--- config.mk ---
export PLATFORM = sky130hd
export DESIGN_NAME = remote_frame_decoder_with_stick_settle_top
export DESIGN_NICKNAME = d
export VERILOG_FILES = /design/src/rtl/core/rfd_pkg.sv /design/src/rtl/core/rfd_watch.sv /design/src/rtl/core/remote_frame_decoder_with_stick_settle_top.sv
export SDC_FILE = /design/constraint.sdc
export NUM_CORES = 1
export LEC_CHECK = 0
export BUFFER_PORTS_ARGS = -buffer_cell sky130_fd_sc_hd__buf_4
export CAP_MARGIN = 20
export CORE_MARGIN = 2
export CORE_UTILIZATION = 48
export CTS_BUF_LIST = sky130_fd_sc_hd__clkbuf_4 sky130_fd_sc_hd__clkbuf_8 sky130_fd_sc_hd__clkbuf_16
export DETAILED_ROUTE_END_ITERATION = 7
export HOLD_SLACK_MARGIN = 0.08
export PLACE_DENSITY = 0.64
export SETUP_SLACK_MARGIN = 0.15
export SLEW_MARGIN = 20
export SYNTH_ARGS = -nofsm -noshare
export SYNTH_HDL_FRONTEND = slang
export SYNTH_SLANG_ARGS = --single-unit
--- constraint.sdc ---
create_clock -name clock -period 9.19 [get_ports clock]
set_input_delay 1.838 -clock clock [delete_from_list [all_inputs] [get_ports clock]]
set_output_delay 1.838 -clock clock [all_outputs]
set_load 0.01 [all_outputs]
--- src/rtl/core/rfd_pkg.sv ---
// ----------------------------------------------------------------------------
// rfd_pkg
// Shared types, codes and frame unpacking for the remote frame decoder.
// ----------------------------------------------------------------------------
package rfd_pkg;

   // Item action codes
   localparam logic [1:0] ACT_BYTE = 2'd0;
   localparam logic [1:0] ACT_IDLE = 2'd1;
   localparam logic [1:0] ACT_TICK = 2'd2;

   // Configuration register indexes
   localparam logic [1:0] CSR_CENTER   = 2'd0;
   localparam logic [1:0] CSR_DEADBAND = 2'd1;
   localparam logic [1:0] CSR_SETTLE   = 2'd2;
   localparam logic [1:0] CSR_OFFLINE  = 2'd3;

   localparam int CSR_DATA_W = 11;
   localparam int STICK_W    = 11;

   // Reset values of the configuration registers
   localparam logic [10:0] CENTER_RESET   = 11'd1024;
   localparam logic [9:0]  DEADBAND_RESET = 10'd8;
   localparam logic [3:0]  SETTLE_RESET   = 4'd10;
   localparam logic [3:0]  OFFLINE_RESET  = 4'd10;

   // Only the leading bytes of a frame carry decoded fields.
   localparam int DECODE_BYTES = 16;
   localparam int DECODE_IDX_W = $clog2(DECODE_BYTES);

   // Status bit positions
   localparam int STAT_FRAME   = 0;
   localparam int STAT_SETTLED = 1;
   localparam int STAT_OFFLINE = 2;

   typedef logic [3:0][STICK_W-1:0] stick_array_type;
   typedef logic [DECODE_BYTES-1:0][7:0] frame_buf_type;

   typedef struct packed {
      logic [10:0] center;
      logic [9:0]  deadband;
      logic [3:0]  settle_ticks;
      logic [3:0]  offline_ticks;
   } cfg_type;

   typedef struct packed {
      logic settled;
      logic offline;
   } watch_type;

   typedef struct packed {
      stick_array_type  sticks;
      logic [1:0]       switch_left;
      logic [1:0]       switch_right;
      logic [2:0][15:0] mouse;
      logic [15:0]      buttons;
      logic [15:0]      keys;
   } frame_type;

   // Sticks are packed as a little-endian stream of 11-bit values.
   function automatic frame_type rfd_unpack(input frame_buf_type b);
      frame_type f;
      f.sticks[0]    = {b[1][2:0], b[0]};
      f.sticks[1]    = {b[2][5:0], b[1][7:3]};
      f.sticks[2]    = {b[4][0], b[3], b[2][7:6]};
      f.sticks[3]    = {b[5][3:0], b[4][7:1]};
      f.switch_left  = b[5][7:6];
      f.switch_right = b[5][5:4];
      f.mouse[0]     = {b[7], b[6]};
      f.mouse[1]     = {b[9], b[8]};
      f.mouse[2]     = {b[11], b[10]};
      f.buttons      = {b[13], b[12]};
      f.keys         = {b[15], b[14]};
      return f;
   endfunction

endpackage

--- src/rtl/core/rfd_watch.sv ---
// ----------------------------------------------------------------------------
// rfd_watch
// Stick settle counter and link offline counter, both run by ticks.
// ----------------------------------------------------------------------------
module rfd_watch import rfd_pkg::*; (
   input  logic            clock,
   input  logic            reset,
   input  logic            tick_go,
   input  logic            idle_go,
   input  stick_array_type raw_sticks,
   input  cfg_type         cfg,
   output watch_type       flags_next
);

   logic [3:0] settle_count_ff, settle_count_in;
   logic       settled_ff, settled_in;
   logic [3:0] idle_ticks_ff, idle_ticks_in;
   logic       offline_ff, offline_in;

   logic [3:0]         centred;
   logic [STICK_W-1:0] stick_gap [4];
   logic               all_centred;
   logic [4:0]         settle_inc;
   logic [4:0]         idle_inc;

   always_comb begin
      for (int i = 0; i < 4; i++) begin
         stick_gap[i] = (raw_sticks[i] >= cfg.center) ? raw_sticks[i] - cfg.center
                                                      : cfg.center - raw_sticks[i];
         centred[i] = stick_gap[i] <= STICK_W'(cfg.deadband);
      end
      all_centred = &centred;
   end

   always_comb begin
      settle_count_in = settle_count_ff;
      settled_in      = settled_ff;
      idle_ticks_in   = idle_ticks_ff;
      offline_in      = offline_ff;
      settle_inc      = {1'b0, settle_count_ff} + 5'd1;
      idle_inc        = {1'b0, idle_ticks_ff} + 5'd1;
      if (tick_go) begin
         if (all_centred) begin
            if (settle_inc >= {1'b0, cfg.settle_ticks}) begin
               settle_count_in = cfg.settle_ticks;
               settled_in      = 1'b1;
            end else begin
               settle_count_in = settle_inc[3:0];
            end
         end else begin
            settle_count_in = '0;
            settled_in      = 1'b0;
         end
         if (idle_inc >= {1'b0, cfg.offline_ticks}) begin
            idle_ticks_in = cfg.offline_ticks;
            offline_in    = 1'b1;
         end else begin
            idle_ticks_in = idle_inc[3:0];
            offline_in    = 1'b0;
         end
      end else if (idle_go) begin
         // The offline flag itself waits for the next tick.
         idle_ticks_in = '0;
      end
   end

   assign flags_next.settled = settled_in;
   assign flags_next.offline = offline_in;

   always_ff @(posedge clock) begin
      if (reset) begin
         settle_count_ff <= '0;
         settled_ff      <= 1'b0;
         idle_ticks_ff   <= '0;
         offline_ff      <= 1'b0;
      end else begin
         settle_count_ff <= settle_count_in;
         settled_ff      <= settled_in;
         idle_ticks_ff   <= idle_ticks_in;
         offline_ff      <= offline_in;
      end
   end

endmodule

--- src/rtl/core/remote_frame_decoder_with_stick_settle_top.sv ---
// ----------------------------------------------------------------------------
// remote_frame_decoder_with_stick_settle_top
// Remote control frame decoder with stick settle and link offline watch.
//
//   Channel  Direction  Handshake          Payload
//   req      in         req_valid/stall    action, rx_byte
//   rsp      out        rsp_valid/stall    sticks, switches, mouse, keys, status
//   csr      in         csr_we             csr_index, csr_wdata
//
// One item per cycle is taken while req_stall is low; a result is registered in the result register.
// An input register and a result register part the two sides, so one item can
// be taken while a result waits. Byte items never produce a result.
// Reset is synchronous and clears the counters, flags and decoded fields; the
// byte buffer is read only after a full refill, so no clearing pass is needed.
// ----------------------------------------------------------------------------
module remote_frame_decoder_with_stick_settle_top import rfd_pkg::*; #(
   parameter int FRAME_BYTES = 18
) (
   input  logic                  clock,
   input  logic                  reset,
   input  logic                  req_valid,
   output logic                  req_stall,
   input  logic [1:0]            req_action,
   input  logic [7:0]            req_rx_byte,
   output logic                  rsp_valid,
   input  logic                  rsp_stall,
   output logic [10:0]           rsp_stick_ch0,
   output logic [10:0]           rsp_stick_ch1,
   output logic [10:0]           rsp_stick_ch2,
   output logic [10:0]           rsp_stick_ch3,
   output logic [1:0]            rsp_switch_left,
   output logic [1:0]            rsp_switch_right,
   output logic signed [15:0]    rsp_mouse_x,
   output logic signed [15:0]    rsp_mouse_y,
   output logic signed [15:0]    rsp_mouse_z,
   output logic [15:0]           rsp_mouse_buttons,
   output logic [15:0]           rsp_key_bits,
   output logic [2:0]            rsp_status,
   input  logic                  csr_we,
   input  logic [1:0]            csr_index,
   input  logic [CSR_DATA_W-1:0] csr_wdata
);

   localparam int CNT_W = $clog2(FRAME_BYTES + 2);
   localparam logic [CNT_W-1:0] CNT_FULL = CNT_W'(FRAME_BYTES);
   localparam logic [CNT_W-1:0] CNT_OVER = CNT_W'(FRAME_BYTES + 1);
   localparam logic [CNT_W-1:0] CNT_DEC  = CNT_W'(DECODE_BYTES);

   cfg_type cfg_ff, cfg_in;

   logic       s1_valid_ff, s1_valid_in;
   logic [1:0] s1_action_ff;
   logic [7:0] s1_byte_ff;

   logic [CNT_W-1:0] rx_count_ff, rx_count_in;
   frame_buf_type    rx_buf_ff, rx_buf_in;

   stick_array_type  raw_ff, raw_in;
   stick_array_type  held_ff, held_in;
   logic [1:0]       sw_left_ff, sw_left_in;
   logic [1:0]       sw_right_ff, sw_right_in;
   logic [2:0][15:0] mouse_ff, mouse_in;
   logic [15:0]      buttons_ff, buttons_in;
   logic [15:0]      keys_ff, keys_in;

   logic             rsp_valid_ff, rsp_valid_in;
   stick_array_type  out_sticks_ff;
   logic [1:0]       out_sw_left_ff, out_sw_right_ff;
   logic [2:0][15:0] out_mouse_ff;
   logic [15:0]      out_buttons_ff, out_keys_ff;
   logic [2:0]       out_status_ff, out_status_in;

   logic      needs_out, out_free, s1_go, out_load;
   logic      byte_go, idle_go, tick_go, frame_ok;
   frame_type frame;
   watch_type flags;

   // Configuration writes
   always_comb begin
      cfg_in = cfg_ff;
      if (csr_we) begin
         case (csr_index)
            CSR_CENTER:   cfg_in.center        = csr_wdata[10:0];
            CSR_DEADBAND: cfg_in.deadband      = csr_wdata[9:0];
            CSR_SETTLE:   cfg_in.settle_ticks  = csr_wdata[3:0];
            CSR_OFFLINE:  cfg_in.offline_ticks = csr_wdata[3:0];
            default:      cfg_in = cfg_ff;
         endcase
      end
   end

   // Handshake: the held item moves on unless it needs the result register
   // and that register is still waiting to be taken.
   always_comb begin
      needs_out = (s1_action_ff == ACT_IDLE) || (s1_action_ff == ACT_TICK);
      out_free  = !rsp_valid_ff || !rsp_stall;
      s1_go     = s1_valid_ff && (out_free || !needs_out);
      out_load  = s1_go && needs_out;
      req_stall = s1_valid_ff && !s1_go;
      byte_go   = s1_go && (s1_action_ff == ACT_BYTE);
      idle_go   = s1_go && (s1_action_ff == ACT_IDLE);
      tick_go   = s1_go && (s1_action_ff == ACT_TICK);
      s1_valid_in  = (req_valid && !req_stall) || (s1_valid_ff && !s1_go);
      rsp_valid_in = out_load || (rsp_valid_ff && rsp_stall);
   end

   // Byte collection
   always_comb begin
      rx_count_in = rx_count_ff;
      rx_buf_in   = rx_buf_ff;
      if (byte_go) begin
         if (rx_count_ff < CNT_FULL) begin
            if (rx_count_ff < CNT_DEC) begin
               rx_buf_in[rx_count_ff[DECODE_IDX_W-1:0]] = s1_byte_ff;
            end
            rx_count_in = rx_count_ff + CNT_W'(1);
         end else begin
            rx_count_in = CNT_OVER;
         end
      end else if (idle_go) begin
         rx_count_in = '0;
      end
   end

   assign frame    = rfd_unpack(rx_buf_ff);
   assign frame_ok = idle_go && (rx_count_ff == CNT_FULL);

   rfd_watch u_watch (
      .clock      (clock),
      .reset      (reset),
      .tick_go    (tick_go),
      .idle_go    (idle_go),
      .raw_sticks (raw_ff),
      .cfg        (cfg_ff),
      .flags_next (flags)
   );

   // Decoded state. An idle leaves the settled flag as it is, so the next
   // flag equals the current one whenever a frame is unpacked.
   always_comb begin
      raw_in      = raw_ff;
      held_in     = held_ff;
      sw_left_in  = sw_left_ff;
      sw_right_in = sw_right_ff;
      mouse_in    = mouse_ff;
      buttons_in  = buttons_ff;
      keys_in     = keys_ff;
      if (frame_ok) begin
         raw_in      = frame.sticks;
         sw_left_in  = frame.switch_left;
         sw_right_in = frame.switch_right;
         mouse_in    = frame.mouse;
         buttons_in  = frame.buttons;
         keys_in     = frame.keys;
         for (int i = 0; i < 4; i++) begin
            held_in[i] = flags.settled ? cfg_ff.center : frame.sticks[i];
         end
      end
      out_status_in               = '0;
      out_status_in[STAT_FRAME]   = frame_ok;
      out_status_in[STAT_SETTLED] = flags.settled;
      out_status_in[STAT_OFFLINE] = flags.offline;
   end

   always_ff @(posedge clock) begin
      if (reset) begin
         cfg_ff.center        <= CENTER_RESET;
         cfg_ff.deadband      <= DEADBAND_RESET;
         cfg_ff.settle_ticks  <= SETTLE_RESET;
         cfg_ff.offline_ticks <= OFFLINE_RESET;
         s1_valid_ff  <= 1'b0;
         rsp_valid_ff <= 1'b0;
         rx_count_ff  <= '0;
         raw_ff       <= '0;
         held_ff      <= '0;
         sw_left_ff   <= '0;
         sw_right_ff  <= '0;
         mouse_ff     <= '0;
         buttons_ff   <= '0;
         keys_ff      <= '0;
      end else begin
         cfg_ff       <= cfg_in;
         s1_valid_ff  <= s1_valid_in;
         rsp_valid_ff <= rsp_valid_in;
         rx_count_ff  <= rx_count_in;
         raw_ff       <= raw_in;
         held_ff      <= held_in;
         sw_left_ff   <= sw_left_in;
         sw_right_ff  <= sw_right_in;
         mouse_ff     <= mouse_in;
         buttons_ff   <= buttons_in;
         keys_ff      <= keys_in;
      end
   end

   // Payload registers
   always_ff @(posedge clock) begin
      rx_buf_ff <= rx_buf_in;
      if (req_valid && !req_stall) begin
         s1_action_ff <= req_action;
         s1_byte_ff   <= req_rx_byte;
      end
      if (out_load) begin
         out_sticks_ff   <= held_in;
         out_sw_left_ff  <= sw_left_in;
         out_sw_right_ff <= sw_right_in;
         out_mouse_ff    <= mouse_in;
         out_buttons_ff  <= buttons_in;
         out_keys_ff     <= keys_in;
         out_status_ff   <= out_status_in;
      end
   end

   assign rsp_valid         = rsp_valid_ff;
   assign rsp_stick_ch0     = out_sticks_ff[0];
   assign rsp_stick_ch1     = out_sticks_ff[1];
   assign rsp_stick_ch2     = out_sticks_ff[2];
   assign rsp_stick_ch3     = out_sticks_ff[3];
   assign rsp_switch_left   = out_sw_left_ff;
   assign rsp_switch_right  = out_sw_right_ff;
   assign rsp_mouse_x       = $signed(out_mouse_ff[0]);
   assign rsp_mouse_y       = $signed(out_mouse_ff[1]);
   assign rsp_mouse_z       = $signed(out_mouse_ff[2]);
   assign rsp_mouse_buttons = out_buttons_ff;
   assign rsp_key_bits      = out_keys_ff;
   assign rsp_status        = out_status_ff;

   // The byte count never passes the overlong mark.
   a_count_bound: assert property (@(posedge clock) disable iff (reset)
      rx_count_ff <= CNT_OVER)
      else $error("rx byte count out of range");

   // Any idle clears the byte count by the next cycle.
   a_idle_clears: assert property (@(posedge clock) disable iff (reset)
      idle_go |=> (rx_count_ff == '0))
      else $error("idle did not clear byte count");

   // A byte item never loads the result register.
   a_byte_no_result: assert property (@(posedge clock) disable iff (reset)
      (s1_valid_ff && (s1_action_ff == ACT_BYTE)) |-> !out_load)
      else $error("byte item produced a result");

   // A result that is still waiting is never overwritten.
   a_no_overwrite: assert property (@(posedge clock) disable iff (reset)
      (rsp_valid_ff && rsp_stall) |-> !out_load)
      else $error("pending result overwritten");

endmodule
## Yosys cells after proc, flatten, opt, wreduce, memory -nomap -nowiden

Cells that the tools add are included.

| word-level totals | value |
|---|---|
| output and inout port bits | 133 |
| register bits after elaboration | 487 |
| memory bits (writable) | 0 |
| ROM bits | 0 |
| word-level logic and storage cells | 147 |
| bits in latches | 0 |
| bits of input ports | 28 |
| memories kept | 0 |

| cells by class | value |
|---|---|
| divide/modulo/power cells | 0 |
| equality and inequality tests | 6 |
| $lt $le $gt $ge | 14 |
| muxes and demuxes | 30 |
| shifts and indexed selects | 0 |
| multipliers | 0 |
| bitwise logic cells | 0 |
| reductions and logical operators | 30 |
| $add $sub $neg | 11 |

Operators by type and width:

| kind | number |
|---|---|
| bitwise mux 128 bit | 1 |
| 2-to-1 mux 11 bit | 8 |
| subtractor 11 bit | 8 |
| 2-to-1 mux 48 bit | 1 |
| greater-or-equal comparator 11 bit | 4 |
| <= comparator 11 x 10 -> 1 bit | 4 |
| 2-to-1 mux 44 bit | 1 |
| demux 8 bit (select 4 bit) | 1 |
| 2-to-1 mux 16 bit | 2 |
| 2-to-1 mux 4 bit | 5 |
| 2-to-1 mux 5 bit | 3 |
| adder 4 x 1 -> 5 bit (second input constant) | 2 |
| greater-or-equal comparator 5 x 4 -> 1 bit | 2 |
| logical AND 1 bit | 10 |
| less-than comparator 5 bit (second input constant) | 2 |
| 2-to-1 mux 8 bit | 1 |
| AND reduction 2 bit | 4 |
| == test 2 bit (second input constant) | 3 |
| adder 5 x 1 -> 5 bit (second input constant) | 1 |
| == test 5 bit (second input constant) | 1 |
| logical NOT 1 bit | 5 |
| logical OR 1 bit | 5 |
| less-than comparator 4 x 5 -> 1 bit (second input constant) | 1 |
| 2-to-1 mux 1 bit | 5 |
| 7 further kinds | 11 |

## Longest topological paths before layout

| logic depth | value |
|---|---|
| depth in word-level cells | 10 |
| mapped depth | 26 |
| gate-level depth less buffers | 21 |

## Hierarchy

A second synthesis with hierarchy kept.

| second synthesis, totals | value |
|---|---|
| cell total of the unflattened synthesis | 1873 |
| area, all modules | 22322.7 µm² |

Modules (own cells, without submodules):

| module | area an instance (µm²) | cells each | sequential area each (µm²) | times used |
|---|---|---|---|---|
| remote_frame_decoder_with_stick_settle_top | 16861.2 | 1159 | 12241.7 | 1 |
| rfd_watch | 5461.5 | 714 | 200.2 | 1 |

## Least setup slack after synthesis

OpenSTA, ideal clock, no wires.

| timing | value |
|---|---|
| path kind | reg-to-reg |
| start point | register cfg_ff[19] (netlist name) |
| end point | register out_sticks_ff (netlist bit rsp_stick_ch0[4]) (data pin) |
| path buffers | 2 |
| library setup time | 0.271 ns |
| required time | 8.919 ns |
| slack | 3.411 ns |
| stages on the path, launching flop included | 23 |
| clock period less this slack | 5.779 ns |
| data arrival time | 5.508 ns |
| cell sequence | dfxtp_1 inv_1 ha_1 nand3b_1 a211oi_1 a211oi_1 o21ai_1 clkbuf_1 a21oi_1 nand4_1 a31oi_1 xnor2_1 ha_1 a21o_1 a21o_1 nor3_1 nor3_1 a211o_1 or3_4 or4_4 buf_6 a21oi_4 a211oi_1 |

RTL lines:

| item | RTL line | RTL |
|---|---|---|
| start: declaration | remote_frame_decoder_with_stick_settle_top.sv:49 | `cfg_type cfg_ff, cfg_in;` |
| start signal: assignment | remote_frame_decoder_with_stick_settle_top.sv:182 | `cfg_ff <= cfg_in;` |
| end signal: assignment | remote_frame_decoder_with_stick_settle_top.sv:204 | `out_sticks_ff <= held_in;` |
| end: declaration | remote_frame_decoder_with_stick_settle_top.sv:67 | `stick_array_type out_sticks_ff;` |

## Final worst setup path

| timing | value |
|---|---|
| start point | register cfg_ff[25] (netlist name) |
| end point | register held_ff[27] (netlist name) |

| between the ends | value |
|---|---|
| word-level cells in the longest chain between the ends | 8 |

RTL lines:

| item | RTL line | RTL |
|---|---|---|
| subtractor 11 bit (tied with other cells) | rfd_watch.sv:29 | `: cfg.center - raw_sticks[i];` |
| 2-to-1 mux 11 bit | rfd_watch.sv:28 | `stick_gap[i] = (raw_sticks[i] >= cfg.center) ? raw_sticks[i] - cfg.center` |
| <= comparator 11 x 10 -> 1 bit | rfd_watch.sv:30 | `centred[i] = stick_gap[i] <= STICK_W'(cfg.deadband);` |
| AND reduction 4 bit * | rfd_watch.sv:32 | `all_centred = &centred;` |
| 2-to-1 mux 1 bit * | rfd_watch.sv:43 | `if (all_centred) begin` |
| 2-to-1 mux 1 bit * | rfd_watch.sv:42 | `if (tick_go) begin` |
| 2-to-1 mux 11 bit * | remote_frame_decoder_with_stick_settle_top.sv:156 | `held_in[i] = flags.settled ? cfg_ff.center : frame.sticks[i];` |
| 2-to-1 mux 44 bit * | remote_frame_decoder_with_stick_settle_top.sv:148 | `if (frame_ok) begin` |
| end signal: assignment | remote_frame_decoder_with_stick_settle_top.sv:187 | `held_ff <= held_in;` |
| end: declaration | remote_frame_decoder_with_stick_settle_top.sv:59 | `stick_array_type held_ff, held_in;` |

Every way passes the cells marked *; elsewhere a longest branch is shown, timed or not.
A chain may end at the register's enable or synchronous reset.

==> summary.md <==
| Metric | Value |
|---|---|
| Startpoint types | flop |
| Seq/Total Area, Yosys | 0.560 |
| Net count after synthesis | 2,280 |
| DPL Wire Length | 43,500 um |
| Worst slew pin tran | 1.12 ns |
| Syn_area_per_cell | 10.6 um2 |
| Post-CTS Setup Repair Bufs | 0 |
| Worst EP required | 9.65 ns |
| # clock sinks | 487 |
| Slew Limit Fails | 0 |
| Hold Vio Cnt, Final | 0 |
| Via count of the first global-routing pass | 15,951 |
| Synth Area in Adders | 0.0867 |
| Largest net degree at the start of global routing | 91 |
| DRT iter0 DRCs | 1,445 |
| FILL cells | 3,891 |
| # H-tree levels | 2 |
| Clock-pin slew on the worst setup and hold paths | 0.06 ns |
| Post-place setup slack | 1.97 ns |
| Max rail drop VDD | 0.000145 V |
| Power per Cell Area | 190 mW/mm2 |
| Global-route wire length before repair | 94,200 um |
| # hold bufs at CTS | 0 |
| Max Cap Viol | 0 |
| WS Path Type | reg2reg |
| Area growth, synth to finish | 15.5% |
| Antenna Nets Post-Route | 0 |
| Detailed Route WL | 62,200 um |
| Worst R2R Start | cfg_ff[25]$_SDFFE_PP0P_ |
| DR pass1 iterations | 6 |
| Flop2flop setup slack | 1.97 ns |
| Clock root buffer | clkbuf_16 |
| Resize count post-CTS | 0 |
| Synth cell types | 67 |
| CTS Buf Count | 50 |
| Full die area | 0.0480 mm2 |
| Asr flop ratio synth | 0 |
| Mux share of post-synthesis cell area | 0.0130 |
| Initial Utilization | 0.488 |
| Worst setup margin | 1.97 ns |
| Outcome | finished, final reports clean |
| Cells after Synth | 2,103 |
| CTS tree | done |
| Simple-Gate Fraction of Synth Area | 0.124 |
| Setup-failing EPs final | 0 |
| RSZ-0062 raised after global routing | false |
| CP Cell Sequence | inv_1, ha_1, nand4_1, nor3_1, o41ai_1, a21bo_1, mux2i_1, o221ai_1, a21oi_1, o211ai_1, xnor2_1, ha_1, a21o_1, a211oi_1, o21ai_0, o21ai_0, nand4_1, or3_4, o31ai_4, a21oi_4, buf_4, a2111oi_1 |
| Total grt overflow | 0 |
| Seq cells post-synth | 487 |
| Dominant synthesized flop cell | edfxtp_1 |
| IO Port Bufs | 160 |
| Largest family of logic cells by synthesized area | compound AO/OA/AOI/OAI gates |
| Antenna cells | 0 |
| Gpl congestion | 0.904 |
| Fin crit share | 0.786 |
| # DRC | 0 |
| Slowest CP cell | dfxtp_1 |
| Synth warn | 0 |
| Clock Skew | 0.0346 ns |
| Placeable Area | 0.0455 mm2 |
| Compound-cell area share of the yosys netlist | 0.159 |
| Worst slew margin | 0.253 |
| Fin Setup TNS | 0 ns |
| Clock Tree Buf Depth | 3 |
| Via count | 16,122 |
| Synth Area in XOR/XNOR | 0.0142 |
| Worst path max stage delay | 0.65 ns |
| Aggregate global-route resource usage | 0.261 |
| # IOs | 161 |
| Hold Startpoint | cfg_ff[17]$_SDFFE_PP0P_ |
| HP Class | reg2reg |
| Arr. time, crit path | 7.68 ns |
| Share of layout cells above drive strength 1 | 0.145 |
| Critical path endpoint category | flop |
| Vias/cell | 5.62 |
| Chip height | 219 um |
| LEAKAGE | 10.4 nW |
| Post-synth EDFFs | 269 |
| Crit. Startpoint | cfg_ff[25]$_SDFFE_PP0P_ |
| Initial antenna violation count | 2 |
| Final core occ | 0.564 |
| Fmax | 138 MHz |
| Final nets | 2,406 |
| Row cnt | 78 |
| Fin crit period | 7.22 ns |
| Crit-path max FO | 88 |
| Synthesized cell area | 0.0222 mm2 |
| Drt wl/cell | 21.7 um |
| Skew-Pair Late Insertion Delay | 0.60 ns |
| Die width | 219 um |
## cells in the mapped netlist, drive strengths merged (31+ instances only)
cell type / n / area (um2)
nand2: 410 / 1540
edfxtp: 269 / 8080
a21oi: 247 / 1360
dfxtp: 218 / 4360
inv: 147 / 552
ha: 141 / 1760
nor2: 125 / 469
clkbuf: 74 / 278
a211oi: 61 / 468
a2111oi: 45 / 614
o21ai: 39 / 195
a21o: 33 / 248
nand3: 31 / 155
## final timing paths
kind,end,cells after the start
max,held_ff[27]$_SDFF_PP0_,22
min,cfg_ff[17]$_SDFFE_PP0P_,2
max reg2reg,held_ff[27]$_SDFF_PP0_,22
min reg2reg,cfg_ff[17]$_SDFFE_PP0P_,2
## critical path: cells and delay by family (launching register included)
kind | cells | cell delay, ns
and+or+nand+nor | 4 | 1.19
xor gates and xnor gates | 1 | 0.16
DFF | 1 | 0.65
buffers and inverters | 2 | 0.73
muxes | 1 | 0.34
adders and majority gates | 2 | 0.88
AOI/OAI and AO/OA | 12 | 3.04
## registers in the layout (all words and copies together), names as in the netlist, 4 cells and up
name / flops
buttons_ff: 16
cfg_ff: 29
frame: 128
held_ff: 44
keys_ff: 16
mouse_ff: 48
raw_ff: 44
rsp_key_bits: 16
rsp_mouse_buttons: 16
rsp_mouse_x: 16
rsp_mouse_y: 16
rsp_mouse_z: 16
rsp_stick_ch0: 11
rsp_stick_ch1: 11
rsp_stick_ch2: 11
rsp_stick_ch3: 11
rx_count_ff: 5
s1_byte_ff: 8
u_watch.idle_ticks_ff: 4
u_watch.settle_count_ff: 4
## cells in the final DEF, fill, tap and decap left out, drive strengths merged, types with 9 or more instances in the layout
cell type  synthesis  routed
clkbuf            74      73
a31oi             10      10
xor2              11      11
o21bai             9       9
dfxtp            218     218
a211oi            61      61
nand2b            12      12
a21oi            247     247
mux2i             22      22
nand2            410     410
o21ai             39      39
nand3             31      31
buf               20     168
xnor2             25      25
a211o             10      10
nor3              20      20
a21o              33      33
nand4             16      16
clkinv             0       9
ha               141     141
edfxtp           269     269
nor2b             13      13
nor2             125     125
inv              147     151
a2111oi           45      45
## cell families (layout without fill, tap and decap cells)
logic type | count (synthesis) | after routing
AO/OA/AOI/OAI | 502 | 502
multiplexers | 28 | 28
XOR/XNOR | 36 | 36
adder cells (fa/ha/maj) | 149 | 149
buffers and inverters | 241 | 408
flip-flops | 487 | 487
AND/OR/NAND/NOR | 660 | 660
## report_power, final
part	switching [mW]	internal (mW)	total (mW)
Combinational	0.220	0.143	0.363
Sequential	0.0291	2.31	2.34
Clock	0.877	1.28	2.16
## layout make-up
class	count	area, um2	share of cell area
timing repair buffer	168	1280	0.0498
tap	600	751	0.0293
multi-input combinational	1375	8840	0.345
clock inverter	20	274	0.0107
clock buffer	73	1500	0.0585
sequential	487	12400	0.485
inverter	147	554	0.0216
## through the flow
stage	std cells	power [mW]	instance area, um2	hold slack, ns
global placement	2776	2.74	23800	0.443
global route	2870	5.02	25600	0.479
floorplan	2103	2.62	22200	0.435
CTS	2869	4.89	25600	0.455
finish	2870	4.86	25600	0.455
detailed placement	2776	2.74	23800	0.447
## layer usage
metal,global-route usage,part of all wire,up-vias
met5,0,0,-
met4,0.0892,0.031,0
met3,0.0365,0.050,98
met2,0.433,0.48,457
met1,0.350,0.43,7893
li1,-,-,7674
No activity file was read; power rests on OpenSTA's default activity.
